==> config.mk <==
export PLATFORM = sky130hd
export DESIGN_NAME = line_editor_erase_kill
export DESIGN_NICKNAME = d
export VERILOG_FILES = /design/src/lek_pkg.sv /design/src/lek_ram.sv /design/src/lek_front.sv /design/src/lek_back.sv /design/src/line_editor_erase_kill.sv
export SDC_FILE = /design/constraint.sdc
export NUM_CORES = 1
export LEC_CHECK = 0
export BUFFER_PORTS_ARGS = -buffer_cell sky130_fd_sc_hd__buf_2
export CORE_MARGIN = 8
export CORE_UTILIZATION = 30
export CTS_BUF_LIST = sky130_fd_sc_hd__clkbuf_4
export CTS_CLUSTER_SIZE = 10
export DETAILED_ROUTE_END_ITERATION = 8
export PLACE_DENSITY = 0.46
export SLEW_MARGIN = 20
export SYNTH_ARGS = -nofsm -noshare
export SYNTH_HDL_FRONTEND = slang
export SYNTH_SLANG_ARGS = --single-unit
==> constraint.sdc <==
create_clock -name clk_i -period 2.9 [get_ports clk_i]
set_input_delay 0.725 -clock clk_i [delete_from_list [all_inputs] [get_ports clk_i]]
set_output_delay 0.725 -clock clk_i [all_outputs]
set_load 0.005 [all_outputs]
==> src/lek_pkg.sv <==
// lek_pkg: shared types and constants of the line editor
// no dependencies; used by scoped names by every file of the block but lek_ram
`default_nettype none

package lek_pkg;

  localparam int unsigned CHAR_W     = 8;
  localparam int unsigned LIMIT_W    = 6;
  localparam int unsigned CFG_IDX_W  = 8;
  localparam int unsigned LINE_DEPTH = 63;

  localparam logic [CHAR_W-1:0]  NEWLINE_CHAR     = 8'd10;
  localparam logic [CHAR_W-1:0]  ERASE_CHAR_RST   = 8'd35;
  localparam logic [CHAR_W-1:0]  KILL_CHAR_RST    = 8'd47;
  localparam logic [CHAR_W-1:0]  BREAK_CHAR_RST   = 8'd64;
  localparam logic [LIMIT_W-1:0] LINE_LIMIT_RST   = 6'd63;

  // register indexes of the configuration port
  localparam logic [CFG_IDX_W-1:0] CFG_ERASE_CHAR = 8'd0;
  localparam logic [CFG_IDX_W-1:0] CFG_KILL_CHAR  = 8'd1;
  localparam logic [CFG_IDX_W-1:0] CFG_BREAK_CHAR = 8'd2;
  localparam logic [CFG_IDX_W-1:0] CFG_LINE_LIMIT = 8'd3;

  // depth of the command queue between front and back
  localparam int unsigned CMD_QUEUE_DEPTH = 2;

  typedef enum logic [1:0] {
    OP_FLUSH = 2'd0,
    OP_ERASE = 2'd1,
    OP_KILL  = 2'd2,
    OP_STORE = 2'd3
  } op_e;

  typedef struct packed {
    op_e               op;
    logic [CHAR_W-1:0] ch;
  } cmd_t;

endpackage

`default_nettype wire

==> src/lek_ram.sv <==
// lek_ram: generic single-write, single-read RAM with registered read data
// no dependencies
`default_nettype none

module lek_ram #(
  parameter int unsigned WIDTH = 8,
  parameter int unsigned DEPTH = 63,
  localparam int unsigned AW   = (DEPTH > 1) ? $clog2(DEPTH) : 1
) (
  input  wire logic             clk_i,
  input  wire logic             we_i,
  input  wire logic [AW-1:0]    waddr_i,
  input  wire logic [WIDTH-1:0] wdata_i,
  input  wire logic             re_i,
  input  wire logic [AW-1:0]    raddr_i,
  output logic      [WIDTH-1:0] rdata_o
);

  logic [WIDTH-1:0] mem_q [DEPTH];

  always_ff @(posedge clk_i) begin
    if (we_i) begin
      mem_q[waddr_i] <= wdata_i;
    end
  end

  always_ff @(posedge clk_i) begin
    if (re_i) begin
      rdata_o <= mem_q[raddr_i];
    end
  end

endmodule

`default_nettype wire

==> src/lek_front.sv <==
// lek_front: accepts input characters, classifies them into editing commands
// and queues them for the back end; depends on lek_pkg
`default_nettype none

module lek_front (
  input  wire logic                       clk_i,
  input  wire logic                       rst_ni,
  input  wire logic                       push,
  output logic                            full,
  input  wire logic [lek_pkg::CHAR_W-1:0] in_char_i,
  input  wire logic [lek_pkg::CHAR_W-1:0] erase_char_i,
  input  wire logic [lek_pkg::CHAR_W-1:0] kill_char_i,
  input  wire logic [lek_pkg::CHAR_W-1:0] break_char_i,
  output lek_pkg::cmd_t                   cmd_o,
  output logic                            cmd_valid_o,
  input  wire logic                       cmd_ready_i
);

  localparam int unsigned QD  = lek_pkg::CMD_QUEUE_DEPTH;
  localparam int unsigned PW  = (QD > 1) ? $clog2(QD) : 1;
  localparam int unsigned CW  = $clog2(QD + 1);

  lek_pkg::cmd_t    queue_q [QD];
  logic [PW-1:0]    wr_ptr_q, wr_ptr_d;
  logic [PW-1:0]    rd_ptr_q, rd_ptr_d;
  logic [CW-1:0]    count_q, count_d;
  lek_pkg::cmd_t    new_cmd;
  logic             do_push, do_pop;

  // priority: newline or break, then erase, then kill
  always_comb begin
    new_cmd.ch = in_char_i;
    if (in_char_i == lek_pkg::NEWLINE_CHAR || in_char_i == break_char_i) begin
      new_cmd.op = lek_pkg::OP_FLUSH;
    end else if (in_char_i == erase_char_i) begin
      new_cmd.op = lek_pkg::OP_ERASE;
    end else if (in_char_i == kill_char_i) begin
      new_cmd.op = lek_pkg::OP_KILL;
    end else begin
      new_cmd.op = lek_pkg::OP_STORE;
    end
  end

  assign full        = (count_q == CW'(QD));
  assign cmd_valid_o = (count_q != '0);
  assign cmd_o       = queue_q[rd_ptr_q];
  assign do_push     = push && !full;
  assign do_pop      = cmd_valid_o && cmd_ready_i;

  always_comb begin
    wr_ptr_d = wr_ptr_q;
    rd_ptr_d = rd_ptr_q;
    count_d  = count_q;
    if (do_push) begin
      wr_ptr_d = (wr_ptr_q == PW'(QD - 1)) ? '0 : wr_ptr_q + PW'(1);
    end
    if (do_pop) begin
      rd_ptr_d = (rd_ptr_q == PW'(QD - 1)) ? '0 : rd_ptr_q + PW'(1);
    end
    if (do_push && !do_pop) begin
      count_d = count_q + CW'(1);
    end else if (do_pop && !do_push) begin
      count_d = count_q - CW'(1);
    end
  end

  always_ff @(posedge clk_i or negedge rst_ni) begin
    if (!rst_ni) begin
      wr_ptr_q <= '0;
      rd_ptr_q <= '0;
      count_q  <= '0;
    end else begin
      wr_ptr_q <= wr_ptr_d;
      rd_ptr_q <= rd_ptr_d;
      count_q  <= count_d;
    end
  end

  always_ff @(posedge clk_i) begin
    if (do_push) begin
      queue_q[wr_ptr_q] <= new_cmd;
    end
  end

endmodule

`default_nettype wire

==> src/lek_back.sv <==
// lek_back: executes editing commands on the line store and drives the
// result register; depends on lek_pkg and lek_ram
`default_nettype none

module lek_back #(
  parameter int unsigned LINE_DEPTH = lek_pkg::LINE_DEPTH
) (
  input  wire logic                        clk_i,
  input  wire logic                        rst_ni,
  input  wire lek_pkg::cmd_t               cmd_i,
  input  wire logic                        cmd_valid_i,
  output logic                             cmd_ready_o,
  input  wire logic [lek_pkg::LIMIT_W-1:0] line_limit_i,
  output logic                             empty,
  input  wire logic                        pop,
  output logic      [lek_pkg::CHAR_W-1:0]  out_char_o,
  output logic                             last_o
);

  localparam int unsigned AW = (LINE_DEPTH > 1) ? $clog2(LINE_DEPTH) : 1;
  localparam int unsigned LW = $clog2(LINE_DEPTH + 1);

  typedef enum logic [3:0] {
    BK_IDLE = 4'b0001,
    BK_READ = 4'b0010,
    BK_EMIT = 4'b0100,
    BK_NL   = 4'b1000
  } back_state_e;

  back_state_e                 state_q, state_d;
  logic [LW-1:0]               len_q, len_d;
  logic [AW-1:0]               idx_q, idx_d;
  logic                        pend_q, pend_d;
  logic [lek_pkg::CHAR_W-1:0]  pch_q, pch_d;
  logic                        out_valid_q, out_valid_d;
  logic [lek_pkg::CHAR_W-1:0]  out_char_q, out_char_d;
  logic                        out_last_q, out_last_d;
  logic [LW-1:0]               eff_limit;
  logic                        out_free;
  logic                        ram_we, ram_re;
  logic [AW-1:0]               ram_waddr;
  logic [lek_pkg::CHAR_W-1:0]  ram_wdata, ram_rdata;

  // zero acts as one, anything above the store depth as the depth
  always_comb begin
    if (line_limit_i == '0) begin
      eff_limit = LW'(1);
    end else if (line_limit_i > lek_pkg::LIMIT_W'(LINE_DEPTH)) begin
      eff_limit = LW'(LINE_DEPTH);
    end else begin
      eff_limit = LW'(line_limit_i);
    end
  end

  assign out_free    = !out_valid_q || pop;
  assign cmd_ready_o = (state_q == BK_IDLE);
  assign empty       = !out_valid_q;
  assign out_char_o  = out_char_q;
  assign last_o      = out_last_q;

  always_comb begin
    state_d     = state_q;
    len_d       = len_q;
    idx_d       = idx_q;
    pend_d      = pend_q;
    pch_d       = pch_q;
    out_valid_d = out_valid_q && !pop;
    out_char_d  = out_char_q;
    out_last_d  = out_last_q;
    ram_we      = 1'b0;
    ram_waddr   = len_q[AW-1:0];
    ram_wdata   = cmd_i.ch;
    ram_re      = 1'b0;

    case (state_q)
      BK_IDLE: begin
        if (cmd_valid_i) begin
          case (cmd_i.op)
            lek_pkg::OP_FLUSH: begin
              idx_d   = '0;
              state_d = (len_q == '0) ? BK_NL : BK_READ;
            end
            lek_pkg::OP_ERASE: begin
              if (len_q != '0) begin
                len_d = len_q - LW'(1);
              end
            end
            lek_pkg::OP_KILL: begin
              len_d = '0;
            end
            lek_pkg::OP_STORE: begin
              if (len_q >= eff_limit) begin
                // line full: flush first, keep the character for later
                pend_d  = 1'b1;
                pch_d   = cmd_i.ch;
                idx_d   = '0;
                state_d = BK_READ;
              end else begin
                ram_we = 1'b1;
                len_d  = len_q + LW'(1);
              end
            end
            default: ;
          endcase
        end
      end
      BK_READ: begin
        ram_re  = 1'b1;
        state_d = BK_EMIT;
      end
      BK_EMIT: begin
        if (out_free) begin
          out_valid_d = 1'b1;
          out_char_d  = ram_rdata;
          out_last_d  = 1'b0;
          if (LW'(idx_q) + LW'(1) == len_q) begin
            state_d = BK_NL;
          end else begin
            idx_d   = idx_q + AW'(1);
            state_d = BK_READ;
          end
        end
      end
      BK_NL: begin
        if (out_free) begin
          out_valid_d = 1'b1;
          out_char_d  = lek_pkg::NEWLINE_CHAR;
          out_last_d  = 1'b1;
          len_d       = '0;
          if (pend_q) begin
            ram_we    = 1'b1;
            ram_waddr = '0;
            ram_wdata = pch_q;
            len_d     = LW'(1);
          end
          pend_d  = 1'b0;
          state_d = BK_IDLE;
        end
      end
      default: state_d = BK_IDLE;
    endcase
  end

  always_ff @(posedge clk_i or negedge rst_ni) begin
    if (!rst_ni) begin
      state_q     <= BK_IDLE;
      len_q       <= '0;
      idx_q       <= '0;
      pend_q      <= 1'b0;
      out_valid_q <= 1'b0;
    end else begin
      state_q     <= state_d;
      len_q       <= len_d;
      idx_q       <= idx_d;
      pend_q      <= pend_d;
      out_valid_q <= out_valid_d;
    end
  end

  always_ff @(posedge clk_i) begin
    pch_q      <= pch_d;
    out_char_q <= out_char_d;
    out_last_q <= out_last_d;
  end

  lek_ram #(
    .WIDTH (lek_pkg::CHAR_W),
    .DEPTH (LINE_DEPTH)
  ) u_line_store (
    .clk_i   (clk_i),
    .we_i    (ram_we),
    .waddr_i (ram_waddr),
    .wdata_i (ram_wdata),
    .re_i    (ram_re),
    .raddr_i (idx_q),
    .rdata_o (ram_rdata)
  );

endmodule

`default_nettype wire

==> src/line_editor_erase_kill.sv <==
// line editor with erase, kill and break: configuration registers, front
// classifier with command queue, and back executor; depends on lek_pkg,
// lek_front and lek_back; a command waits in the front queue while the
// back end is busy; a flush prints each character through the store's read
// register and then the result register, then the closing newline (alone
// for an empty line); erase, kill and ordinary stores leave the back end
// idle and ready for the next command
// reset: asynchronous, clears the line length, command queue and result register
`default_nettype none

module line_editor_erase_kill #(
  parameter int unsigned LINE_DEPTH = lek_pkg::LINE_DEPTH
) (
  input  wire logic                          clk_i,
  input  wire logic                          rst_ni,
  input  wire logic                          push,
  output logic                               full,
  input  wire logic [lek_pkg::CHAR_W-1:0]    in_char_i,
  output logic                               empty,
  input  wire logic                          pop,
  output logic      [lek_pkg::CHAR_W-1:0]    out_char_o,
  output logic                               last_o,
  input  wire logic                          cfg_valid_i,
  output logic                               cfg_ready_o,
  input  wire logic [lek_pkg::CFG_IDX_W-1:0] cfg_index_i,
  input  wire logic [lek_pkg::CHAR_W-1:0]    cfg_data_i
);

  logic [lek_pkg::CHAR_W-1:0]  erase_char_q, kill_char_q, break_char_q;
  logic [lek_pkg::LIMIT_W-1:0] line_limit_q;
  lek_pkg::cmd_t               cmd;
  logic                        cmd_valid, cmd_ready;

  assign cfg_ready_o = 1'b1;

  always_ff @(posedge clk_i or negedge rst_ni) begin
    if (!rst_ni) begin
      erase_char_q <= lek_pkg::ERASE_CHAR_RST;
      kill_char_q  <= lek_pkg::KILL_CHAR_RST;
      break_char_q <= lek_pkg::BREAK_CHAR_RST;
      line_limit_q <= lek_pkg::LINE_LIMIT_RST;
    end else if (cfg_valid_i) begin
      case (cfg_index_i)
        lek_pkg::CFG_ERASE_CHAR: erase_char_q <= cfg_data_i;
        lek_pkg::CFG_KILL_CHAR:  kill_char_q  <= cfg_data_i;
        lek_pkg::CFG_BREAK_CHAR: break_char_q <= cfg_data_i;
        lek_pkg::CFG_LINE_LIMIT: line_limit_q <= cfg_data_i[lek_pkg::LIMIT_W-1:0];
        default: ;
      endcase
    end
  end

  lek_front u_front (
    .clk_i        (clk_i),
    .rst_ni       (rst_ni),
    .push         (push),
    .full         (full),
    .in_char_i    (in_char_i),
    .erase_char_i (erase_char_q),
    .kill_char_i  (kill_char_q),
    .break_char_i (break_char_q),
    .cmd_o        (cmd),
    .cmd_valid_o  (cmd_valid),
    .cmd_ready_i  (cmd_ready)
  );

  lek_back #(
    .LINE_DEPTH (LINE_DEPTH)
  ) u_back (
    .clk_i        (clk_i),
    .rst_ni       (rst_ni),
    .cmd_i        (cmd),
    .cmd_valid_i  (cmd_valid),
    .cmd_ready_o  (cmd_ready),
    .line_limit_i (line_limit_q),
    .empty        (empty),
    .pop          (pop),
    .out_char_o   (out_char_o),
    .last_o       (last_o)
  );

endmodule

`default_nettype wire

; ---- Word level (Yosys, flattened, before mapping)
; Memory sizes are Yosys's and may differ from the RTL's. A register that Yosys moved wholly into a read port is not among the register bits.
; Index checks and enable logic that the tools add are counted.
[word_totals]
ff_bits = 69
output_inout_bits = 12
wordCells = 145
mem_bits_rw = 524
n_memories = 2
[op_classes]
eq_ne = 27
magnitude_cmp = 2
n_mux = 59
addsub = 7
n_reduce_logical = 33
[memory_table]
columns = memory, depth, word_bits, rd, rd_clocked_by_memory_dff, wr, line_no
row1 = u_back.u_line_store.mem_q, 63, 8, 1, 1, 1, lek_ram.sv:19  ; logic [WIDTH-1:0] mem_q [DEPTH];
row2 = u_front.queue_q, 2, 10, 1, 0, 1, lek_front.sv:23  ; lek_pkg::cmd_t queue_q [QD];
[op_table]
columns = op, n
row1 = 6-bit two-way mux, 13
row2 = 8-bit two-way mux, 5
row3 = 6-bit case mux with 2 select lines, 3
row4 = 8-bit == test, 3
row5 = 4-bit two-way mux, 6
row6 = 1-bit two-way mux, 21
row7 = 6-bit case mux with 3 select lines, 1
row8 = "8-bit by 2-bit == test with 1-bit output, second input constant", 2
row9 = 4-bit case mux with 4 select lines, 1
row10 = 8-bit case mux with 2 select lines, 1
row11 = "6-bit by 1-bit adder with 6-bit output, second input constant", 2
row12 = 6-bit zero test, 2
row13 = 6-bit AND reduction, 2
row14 = "2-bit by 1-bit inequality test with 1-bit output, second input constant", 5
row15 = 5-bit AND reduction, 2
row16 = 2-bit nonzero test, 5
row17 = "8-bit by 1-bit == test with 1-bit output, second input constant", 1
row18 = "8-bit by 4-bit == test with 1-bit output, second input constant", 1
row19 = 8-bit zero test, 1
row20 = 2-bit two-way mux, 4
row21 = 4-bit case mux with 2 select lines, 1
row22 = 2-bit AND reduction, 4
row23 = "2-bit == test, second input constant", 3
row24 = 6-bit == test, 1
row25 = 25 further kinds, 38

; ---- Longest topological paths before layout
; Gate-level depths: netlist (run 1).
[logic_depth]
word_depth = 10
depth_mapped = 13

; ---- By module
; A second synthesis (run 1) with hierarchy kept.
[hier_totals]
cells_unflattened = 1316
area_unflattened_um2 = 24489.7
[by_module_without_submodules]
columns = module, seq_area_each_um2, area_each_um2, n_inst, cells_per_inst
row1 = lek_ram, 15374.7, 19886.6, 1, 949
row2 = lek_back, 962.2, 2175.8, 1, 210
row3 = lek_front, 700.7, 1224.9, 1, 87
row4 = line_editor_erase_kill, 769.5, 1202.4, 1, 70

; ---- Worst setup path after synthesis (run 1)
; Ideal clock, no wire load.
[synth_path]
path_kind = register to register
from = register line_limit_q[5] (netlist name)
to = memory u_back.u_line_store.mem_q[12][0], enable pin
arrival_time_ns = 2.819
n_path_buf = 1
path_slack_ns = -0.290
stages_incl_launch_ff = 11
setup_ns = 0.371
path_cell_list = dfstp_2 > nor3_1 > a31o_2 > ha_1 > nand2b_1 > a211oi_1 > o21ai_1 > or3_4 > or3_1 > buf_6 > nor2_1
[synth_between]
elab_chain_cells = 10
elab_cells_between_ends = 11
cone_classes = order compare (2) / mux (8) / reduce/logical (1)
[synth_rtl]
columns = item, line_no
row1 = start: declaration, line_editor_erase_kill.sv:30  ; logic [lek_pkg::LIMIT_W-1:0] line_limit_q;
row2 = start signal: assignment, line_editor_erase_kill.sv:41  ; line_limit_q <= lek_pkg::LINE_LIMIT_RST;
row3 = start signal: assignment, line_editor_erase_kill.sv:47  ; lek_pkg::CFG_LINE_LIMIT: line_limit_q <= cfg_data_i[lek_pkg::LIMIT_W-1:0];
row4 = 6-bit greater-than comparator, lek_back.sv:48  ; end else if (line_limit_i > lek_pkg::LIMIT_W'(LINE_DEPTH)) begin
row5 = 6-bit two-way mux, lek_back.sv:48
row6 = 6-bit two-way mux (*), lek_back.sv:46  ; if (line_limit_i == '0) begin
row7 = 6-bit >= comparator (*), lek_back.sv:92  ; if (len_q >= eff_limit) begin
row8 = 1-bit two-way mux (*), lek_back.sv:92
row9 = 1-bit two-way mux (*), lek_back.sv:78  ; case (cmd_i.op)
row10 = 1-bit two-way mux (*), lek_back.sv:77  ; if (cmd_valid_i) begin
row11 = 1-bit case mux with 2 select lines (*), lek_back.sv:75  ; case (state_q)
row12 = 1-bit two-way mux (*), lek_ram.sv:22  ; if (we_i) begin
row13 = 1-bit two-way mux (not written as such) (*), lek_ram.sv:23  ; mem_q[waddr_i] <= wdata_i;
row14 = end: declaration, lek_ram.sv:19
; Every way passes the cells marked *; elsewhere a longest branch is shown, timed or not.

; ---- Final worst setup path (run 1)
[layout_path]
from = register line_limit_q[5] (netlist name)
to = memory u_back.u_line_store.mem_q[53][1], enable pin
; Same word-level chain as after synthesis.

==> flow_summary.yaml, run 1 <==
placement:
  place_congestion: 0.7948
  pre_cts_slack_ns: -0.2410
  post-place-cells: 2429
  place_area_um2: 27110
  portBuffers: 39
  dp_hpwl_mm: 39.75
layout:
  design_area_um2: 29680
  instances_no_fill: 2743
  area_delta_synth_final_pct: 21.51
  fillers: 7539
  nets: 1596
  drive_above_1_share_pct: 41.15
sta:
  rsz0062_at_grt: "yes"
  hold_violations: 0
  final-setup-viol-count: 90
  min_period_ns: 2.939
  period_share_pct: 101.3
  worstMarginPinSlew_ns: 0.7788
  fmax_mhz: 340.3
  fin_ws_ns: -0.03885
  fin_skew_ns: 0.08380
  timing.hold.ws_ns: 0.1291
  slew_viol_final: 0
  relSlewSlack_pct: 48.03
setup_path:
  critPathLaunchType: "register"
  rrSetupSlack_ns: -0.04
  endpoint_kind: "register"
  cp.required_ns: 3.55
  startpoint: "line_limit_q[5]"
  r2r-start: "line_limit_q[5]"
  path_max_fanout: 8
  crit_arrival_ns: 3.59
  path_class: "register to register"
power_and_ir_drop:
  p_leak_uw: 0.009817
  power_density_nw_per_um2: 829.5
  irDropWorstVdd_v: 0.0003201
  power_uw: 24610
routing:
  drtAntennaViolNets: 0
  drt_wl_total_mm: 62.20
  wl_per_cell_um: 22.68
  viasPerCell: 4.728
  route.vias.total: 12970
  dr.pass1.iters: 5
  drc: 0
  initialDrtViolationCount: 785
clock_tree:
  clkLatencyLatePin_ns: 1.01
  numCtsBuffers: 162
  clk_transition_reported_paths_ns: 0.06
  cts.sinks: 601
  clockRootBuffer: "clkbuf_4"
  clock_path_buffers: 3
  tritoncts: "yes"
  ctsHtreeMaxLevel: 4
synthesis:
  synthSimpleGateAreaFrac_pct: 4.426
  seq_area_frac_synth_pct: 72.91
  synthAdderAreaFrac_pct: 0.8505
  synth_area_um2: 24420
  synth_compound_area_share_pct: 2.582
  synth_seq_cells: 601
  yosys_warnings: 0
  synth_top_family_by_area: "multiplexers"
  synth_nets: 1317
  synth.area.mux_share_pct: 16.14
  async_reset_ff_share_pct: 8.652
  synth_edf_count: 549
  syn_area_per_cell_um2: 19.20
  synthCells: 1272
  synth.distinct_cells: 66
  synth_xor_area_share_pct: 1.363
  synth_flop_cell: "edfxtp_1"
outcome:
  outcome: "finished with violations"
  failed_checks: "setup timing"
worst_hold_path:
  hold_path_class: "input port to register"
  min_from: "in_char_i[1]"
floorplan:
  initial_core_util_pct: 30.32
  dieWidth_um: 301.3
  num_rows: 104
  core_um2: 80550
  io_pins: 41
  dieArea_um2: 90790
  die_h_um: 301.3
grt:
  antenna_found_initial: 4
  grt.overflow.total: 0
  track_usage_pct: 13.84
  grt_start_max_net_pins: 64
  grt_pass1_vias: 13990
  grt_pass1_wl_mm: 92.19
run:
  cap_violations: 0
==> through the flow <==
stage                     util (%)  setup TNS, ns
after global routing         36.84         -26.51
after global placement       33.65         -73.97
after CTS                    36.53         -22.74
after floorplan                  -        -0.1181
final                        36.84         -1.180
after detailed placement     33.65         -76.48
==> layout by cell type (no fill, tap or decap), drive strengths merged, types with 17 or more instances in the layout <==
master       netlist  routed
clkinv             0      54
mux2i             35      35
xor2              22      22
mux2              47      47
inv               22      28
nor2              81      81
nor2b             25      25
nand2             39      39
dfrtp             36      36
mux4             136     136
o21ai             34      34
clkbuf            28     219
edfxtp           549     549
buf               36     162
dlygate4sd3        0      17
==> registers in the layout, summed over array words and instances, names as in the netlist, 8 cells and up <==
name                         cells
u_back.u_line_store.mem_q      504
break_char_q                     8
u_back.pch_q                     8
u_back.out_char_o                8
u_front.queue_q                 20
u_back.u_line_store.rdata_o      8
erase_char_q                     8
kill_char_q                      8
==> final cells by class <==
cell class,instances,area [um^2],area share (%)
antenna,11,27.53,0.09276
tap,1060,1326,4.469
sequential,601,17810,60.03
clock buffer,219,1644,5.540
inverter,22,82.58,0.2783
multi-input combinational,585,6640,22.38
timing repair buffer,179,1739,5.861
clock inverter,66,401.6,1.353
==> cells in the mapped netlist (16+ instances only) <==
cell type | number | area share, %
mux2_2 | 47 | 2.2
dfrtp_1 | 36 | 3.7
o21ai_0 | 31 | 0.64
dfstp_2 | 16 | 1.7
mux4_2 | 136 | 13
xnor2_1 | 16 | 0.57
nor2b_1 | 25 | 0.64
nand2_1 | 38 | 0.58
xor2_1 | 22 | 0.79
nor2_1 | 77 | 1.2
clkbuf_1 | 28 | 0.43
edfxtp_1 | 549 | 68
inv_1 | 21 | 0.32
mux2i_1 | 35 | 1.4
==> path summary, 6_finish.rpt <==
kind / cells past startpoint / to
worst min register to register: 1 / u_front.wr_ptr_q
max in group asynchronous: 3 / u_back.idx_q[0]
worst max register to register: 10 / u_back.u_line_store.mem_q[53][1]
worst min-delay path: 1 / u_front.queue_q[1][1]
worst max-delay path: 10 / u_back.u_line_store.mem_q[53][1]
min in group asynchronous: 3 / u_back.idx_q[4]
==> report_power, final <==
part / total, uW / internal [uW] / switching (uW)
Sequential: 10900 / 10700 / 159
Combinational: 6260 / 2460 / 3800
Clock: 7440 / 3890 / 3550
Total: 24600 / 17100 / 7520
==> cells by family after synthesis <==
logic type	Yosys count
AND/OR/NAND/NOR	212
other	1
AO/OA/AOI/OAI	100
flip-flops	601
adder cells (fa/ha/maj)	16
XOR/XNOR	38
buffers and inverters	86
multiplexers	218
==> metal layers <==
layer / vias up / global-route usage (%) / wire (um)
met1: 6713 / 18.03 / 27640
li1: 5808 / - / -
met4: 2 / 5.007 / 1268
met3: 92 / 3.979 / 3306
met5: - / 0 / 13
met2: 354 / 21.93 / 29970
==> worst max-delay path, cell delays in order (launching register included) <==
cell and delay (ns):
dfstp_2 0.54, nor3_2 0.04, a31o_4 0.22, ha_4 0.20, nand2b_4 0.14, a211oi_4 0.22
o21ai_2 0.10, or3_4 0.42, or3_4 0.36, buf_6 0.16, nor2_4 0.25
==> what timing repair did <==
| item | in CTS | in global routing |
|---|---|---|
| hold buffers | 17 | 0 |
| setup endpoints to repair | 504 | 503 |
| pin swaps | 24 | 15 |
| setup buffers | 1 | 0 |
| gates resized for setup | 19 | 57 |
| endpoints found under the hold margin | 74 | 0 |
Note: power is estimated with default switching activity, not from simulation.
==> run 2, diff against run 1 <==
--- a/config.mk
+++ b/config.mk
@@ -12,6 +12,7 @@
 export CTS_CLUSTER_SIZE = 10
 export DETAILED_ROUTE_END_ITERATION = 8
 export PLACE_DENSITY = 0.46
+export SKIP_LAST_GASP = 1
 export SLEW_MARGIN = 20
 export SYNTH_ARGS = -nofsm -noshare
 export SYNTH_HDL_FRONTEND = slang
==> constraint.sdc (replaced) <==
create_clock -name clk_i -period 2.6 [get_ports clk_i]
set_input_delay 0.65 -clock clk_i [delete_from_list [all_inputs] [get_ports clk_i]]
set_output_delay 0.65 -clock clk_i [all_outputs]
set_load 0.005 [all_outputs]
==> run 2 against run 1 <==
- flip-flop and latch count did not move
- critical endpoint is now u_back.u_line_store.mem_q[29][5]
- largest cell class unchanged
- the run still ends with setup timing left
- cell count rose by 2.4%
- power grew 18%
- register-to-register slack got worse by 0.39 ns
- critical path type unchanged
- clock-buffer cell count is 12 higher
- wire length barely moved
- maximum frequency down 3.0%
- utilization rose by 1.8 points
- clock power is 12% higher
- global-route usage barely moved
- sequential share of layout area down 2.8 points
==> flow_summary.yaml, run 2 (synthesis results as in run 1) <==
floorplan:
  num_rows: 104
  core_um2: 80550
  initial_core_util_pct: 30.32
  dieArea_um2: 90790
  die_h_um: 301.3
  io_pins: 41
  dieWidth_um: 301.3
run:
  cap_violations: 0
clock_tree:
  clk_transition_reported_paths_ns: 0.06
  numCtsBuffers: 161
  clkLatencyLatePin_ns: 0.99
  ctsHtreeMaxLevel: 4
  tritoncts: "yes"
  clockRootBuffer: "clkbuf_4"
  clock_path_buffers: 3
  cts.sinks: 601
setup_path:
  crit_arrival_ns: 3.63
  rr_endpoint: "u_back.u_line_store.mem_q[29][5]"
  rrSetupSlack_ns: -0.43
  critPathLaunchType: "register"
  slowest_stage: "dfstp_2"
  path_max_fanout: 8
  cpLargestDelayFamily: "simple AND/OR/NAND/NOR gates"
  worstPathBufferInverterCount: 1
  crit_top_cell: "or3_4"
  ff2ff_path_depth: 10
  path_class: "register to register"
  r2r-start: "line_limit_q[4]"
  endpoint_kind: "register"
  cp_cell_sequence: "nor3_2 > a31o_2 > ha_4 > nand2b_4 > a211oi_4 > o21ai_2 > or3_4 > or3_4 > buf_12 > nor2_4"
  slowest_delay_ns: 0.53
  cp.required_ns: 3.20
worst_hold_path:
  hold_depth: 4
  hold_end: "break_char_q[4]"
  hold_path_class: "input port to register"
  min_from: "cfg_index_i[1]"
layout:
  largest_reg_flops: 504
  multiInputGateArea_um2: 7019
  seqCellArea_um2: 17810
  fillers: 7418
  final_cell_mix: "edfxtp_1 (549), clkbuf_4 (231), mux4_2 (136), buf_4 (107), nor2_4 (62)"
  nets: 1679
  instances_no_fill: 2810
  mostFrequentLayoutCell: "edfxtp_1"
  reg_top3: "u_back.u_line_store.mem_q (504), u_front.queue_q (20)"
  area_delta_synth_final_pct: 27.54
  drive_above_1_share_pct: 46.88
  regMostFlops: "u_back.u_line_store.mem_q"
sta:
  min_period_ns: 3.029
  worstMarginPinSlew_ns: 0.6683
  relSlewSlack_pct: 55.45
  period_share_pct: 116.5
  slew_viol_final: 0
  rsz0062_at_grt: "yes"
  fin_tns_setup_ns: -140.97
  timing.hold.ws_ns: 0.2603
  fmax_mhz: 330.1
  fin_ws_ns: -0.4290
  hold_violations: 0
  final-setup-viol-count: 508
  fin_skew_ns: 0.07472
grt:
  track_usage_pct: 13.82
  use_met3_pct: 3.384
  antenna_found_initial: 2
  grt.overflow.total: 0
  grt_pass1_wl_mm: 92.71
  grt_use_met2_pct: 22.32
  gr-usage-met1_pct: 18.06
  grt_start_max_net_pins: 64
  top_usage_layer: "met2"
  grt_pass1_vias: 14150
routing:
  drc: 0
  wl_per_cell_um: 22.13
  initialDrtViolationCount: 675
  viasPerCell: 4.681
  drt_wl_total_mm: 62.19
  dr.pass1.iters: 5
  route.vias.total: 13150
  drtAntennaViolNets: 0
power_and_ir_drop:
  irDropWorstVdd_v: 0.0005385
  power_density_nw_per_um2: 929.3
  p_leak_uw: 0.01044
  power_uw: 28950
placement:
  post-place-cells: 2475
  portBuffers: 39
  place_congestion: 0.7802
  dp_hpwl_mm: 40.04
  pre_cts_slack_ns: -0.4846
outcome:
  outcome: "finished with violations"
  failed_checks: "setup timing"
-- run 2: cell count changes in the layout (fill, tap and decap cells not counted), moves of 5 or more --
cell and change:
nor2_2 -14, nor2_1 -13, buf_4 +38, o21ai_1 +7, clkinv_1 -20, nor2_4 +27
buf_6 +12, clkbuf_4 +12, o21ai_0 -15, buf_12 +29, diode_2 -8, o21ai_2 +5
-- run 2: repair_timing --
item,in CTS,in global routing
gates resized for setup,91,51
gates cloned,2,1
setup buffers,13,26
hold buffers,19,0
pin swaps,35,14
endpoints found under the hold margin,65,0
endpoints found under the setup margin,517,528
-- run 2: worst max path at each step --
stage | start | to | cells after the start
after detailed placement | line_limit_q[4] | u_back.u_line_store.mem_q[31][6] | 10
after CTS | line_limit_q[4] | u_back.u_line_store.mem_q[30][0] | 10
final | line_limit_q[4] | u_back.u_line_store.mem_q[29][5] | 10
after global placement | line_limit_q[4] | u_back.u_line_store.mem_q[31][6] | 10
after global routing | line_limit_q[5] | u_back.u_line_store.mem_q[30][0] | 10
after floorplan | line_limit_q[5] | u_back.u_line_store.mem_q[12][0] | 10
-- run 2: through the flow --
stage          instance area (um^2)  utilization, %
2_1_floorplan                 24840               -
3_3_place_gp                  27930           34.67
3_5_place_dp                  27930           34.67
4_1_cts                       30730           38.16
5_1_grt                       31150           38.67
6_report                      31150           38.67
-- run 2: tightest hold or removal path: cells and delay by family --
kind / cells / cell delay (ns)
buffers and inverters: 2 / 0.29
multiplexers: 1 / 0.16
AND/OR/NAND/NOR: 1 / 0.08
-- run 2: cell type report --
cell class	instances	share of cell area [%]
repair buffers	263	9.159
clock buffers	231	5.568
clock inverters	45	0.9962
well taps	1060	4.258
multi-input cells	585	22.54
inverters	22	0.2651
flip-flops and latches	601	57.19
diodes	3	0.02410
-- run 2: power breakdown --
part           total (uW)  switching [uW]  internal (uW)
clock                8310            3830           4480
sequential          12100             149          12000
combinational        8500            4740           3760
-- run 2: routing by layer --
layer / part of all wire [%] / wire [um] / up-vias
met1: 44 / 27570 / 6758
li1: - / - / 5968
met3: 4.6 / 2882 / 98
met4: 2.1 / 1278 / 0
met2: 49 / 30450 / 329
met5: 0 / 0 / -
==> run 3, diff against run 2 <==
--- a/config.mk
+++ b/config.mk
@@ -16,4 +16,5 @@
 export SLEW_MARGIN = 20
 export SYNTH_ARGS = -nofsm -noshare
 export SYNTH_HDL_FRONTEND = slang
+export SYNTH_HIERARCHICAL = 1
 export SYNTH_SLANG_ARGS = --single-unit
==> run 3 against run 2 <==
- the flow still finishes with violations (setup timing)
- sequential share of layout area increased by 1.3 points
- maximum frequency increased by 6.9%
- worst setup slack improved by 0.20 ns
- die area increased by 0.26%
- critical endpoint is now u_back/u_line_store/mem_q[17][0]
- flip-flop and latch count unchanged
- combinational power is 19% lower
- clock-buffer cell count fell by 5
- utilization shrank 0.92 points
- synthesized cell count is 3.5% higher
- cell count down 0.21%
- non-clock buffer count fell by 49
- critical path type unchanged
- register-to-register slack improved by 0.20 ns
==> flow_summary.yaml, run 3 <==
clock_tree:
  ctsHtreeMaxLevel: 4
  tritoncts: "yes"
  clk_transition_reported_paths_ns: 0.07
  clockRootBuffer: "clkbuf_4"
  clock_path_buffers: 3
  numCtsBuffers: 159
  clkLatencyLatePin_ns: 0.99
  cts.sinks: 601
synthesis:
  synth_nets: 1358
  yosys_warnings: 6
  synth_seq_cells: 601
  synth_top_area_cell: "edfxtp_1"
  synthTopCellsByCount: "edfxtp_1 (549), mux4_2 (115), nor2_1 (82)"
  synth.distinct_cells: 76
  synthCells: 1316
  synth_area_um2: 24490
  synth_edf_count: 549
  synth_flop_cell: "edfxtp_1"
  async_reset_ff_share_pct: 8.652
  synth_area_leaders: "edfxtp_1 (67%), mux4_2 (11%), dfrtp_1 (3.7%)"
  synth_top_area_share_pct: 67.32
  seq_area_frac_synth_pct: 72.71
  syn_area_per_cell_um2: 18.61
  yosysMostFrequentCell: "edfxtp_1"
grt:
  grt_pass1_wl_mm: 96.51
  antenna_found_initial: 2
  grt.overflow.total: 0
  grt_start_max_net_pins: 64
  grt_pass1_vias: 14490
  track_usage_pct: 14.44
power_and_ir_drop:
  power_density_nw_per_um2: 884.7
  irDropWorstVdd_v: 0.0005511
  p_leak_uw: 0.009934
  power_uw: 26950
sta:
  period_share_pct: 109.0
  fmax_mhz: 353.0
  rsz0062_at_grt: "yes"
  timing.hold.ws_ns: 0.2195
  slew_viol_final: 0
  fin_skew_ns: 0.09102
  relSlewSlack_pct: 40.09
  min_period_ns: 2.833
  hold_violations: 0
  fin_ws_ns: -0.2330
  worstMarginPinSlew_ns: 0.8953
  fin_tns_setup_ns: -58.90
  final-setup-viol-count: 504
routing:
  drt_wl_total_mm: 64.52
  dr.pass1.iters: 5
  wl_per_cell_um: 23.01
  viasPerCell: 4.810
  drtAntennaViolNets: 0
  drc: 0
  route.vias.total: 13490
  initialDrtViolationCount: 1151
layout:
  largest_reg_flops: 504
  final_cell_mix: "edfxtp_1 (549), clkbuf_4 (226), mux4_2 (115), buf_4 (91), nor2_4 (61)"
  area_delta_synth_final_pct: 24.37
  fillers: 7498
  instances_no_fill: 2804
  reg_top3: "u_back/u_line_store/mem_q (504), u_front/queue_q (20)"
  regMostFlops: "u_back/u_line_store/mem_q"
  nets: 1672
  drive_above_1_share_pct: 42.99
  mostFrequentLayoutCell: "edfxtp_1"
worst_hold_path:
  hold_path_class: "input port to asynchronous set/reset pin"
setup_path:
  path_class: "register to register"
  rrSetupSlack_ns: -0.23
  cp.required_ns: 3.23
  endpoint_kind: "register"
  path_max_fanout: 8
  crit_arrival_ns: 3.46
  critPathLaunchType: "register"
floorplan:
  initial_core_util_pct: 30.36
  die_h_um: 301.7
  io_pins: 41
  dieWidth_um: 301.7
  dieArea_um2: 91030
  num_rows: 104
  core_um2: 80680
placement:
  place_congestion: 0.7587
  dp_hpwl_mm: 40.96
  portBuffers: 39
  post-place-cells: 2495
run:
  cap_violations: 0
outcome:
  outcome: "finished with violations"
  failed_checks: "setup timing"
## run 3: cell type report
class	instances	area, um^2	area share, %
multi-input combinational	632	6998	22.98
tap	1060	1326	4.354
clock inverter	45	210.2	0.6901
sequential	601	17820	58.50
timing repair buffer	214	2316	7.604
antenna	4	10.01	0.03286
clock buffer	226	1697	5.570
inverter	22	82.58	0.2711
## run 3: report_power, final
| group | total, uW | switching [uW] | internal, uW |
|---|---|---|---|
| Sequential | 12200 | 178 | 12000 |
| Clock | 7860 | 3870 | 4000 |
| Combinational | 6920 | 4140 | 2780 |
| Total | 26900 | 8180 | 18800 |
## run 3: metal layers
layer  routed length (um)  global-route usage, %  vias to the layer above
met1                28840                  19.20                     6948
met3                 3677                  3.656                       91
met2                30740                  22.90                      391
li1                     -                      -                     6057
met4                 1264                  5.099                        0
met5                    0                      0                        -
## run 3: critical path, stage by stage, from the launching register on
cell	delay, ns
dfstp_2	0.54
nor3_2	0.05
a31o_4	0.22
ha_4	0.20
nand2b_4	0.14
a31oi_4	0.15
o21ai_4	0.08
o31ai_4	0.21
buf_6	0.14
nor2b_4	0.15
buf_12	0.14
nand2_4	0.20
nor2_4	0.31
## run 3: timing repair
| action | 4_1_cts | 5_1_grt |
|---|---|---|
| hold endpoints to repair | 80 | 0 |
| hold buffers | 19 | 0 |
| gates resized for setup | 17 | 9 |
| pin swaps | 29 | 17 |
| buffers inserted | 12 | 3 |
| endpoints found under the setup margin | 506 | 513 |
## run 3: logic make-up after synthesis
family,Yosys count,share of synthesized area (%)
compound gates,138,4.057
flops,601,72.71
simple gates,244,5.206
buf+inv,83,1.717
fa+ha+maj,13,0.6948
xor+xnor,39,1.395
other cells,1,0.01531
mux,197,14.20
## run 3: final timing paths
check	start	end	depth (start not counted)
worst max-delay path	line_limit_q[4]	u_back/u_line_store/mem_q[17][0]	12
worst min-delay path	rst_ni	break_char_q[4]	2
worst max register to register	line_limit_q[4]	u_back/u_line_store/mem_q[17][0]	12
worst min register to register	u_front/wr_ptr_q	u_front/wr_ptr_q	1
max in group asynchronous	rst_ni	line_limit_q[0]	3
min in group clk_i	cfg_index_i[1]	break_char_q[4]	3
## run 3: stage by stage
step	area, um^2	utilization (%)	worst slack, ns
5_1_grt	30460	37.75	-0.3321
4_1_cts	30340	37.61	-0.3677
2_1_floorplan	25140	-	-0.3696
3_5_place_dp	27990	34.70	-0.4713
6_report	30460	37.75	-0.2330
3_3_place_gp	27990	34.70	-0.4480
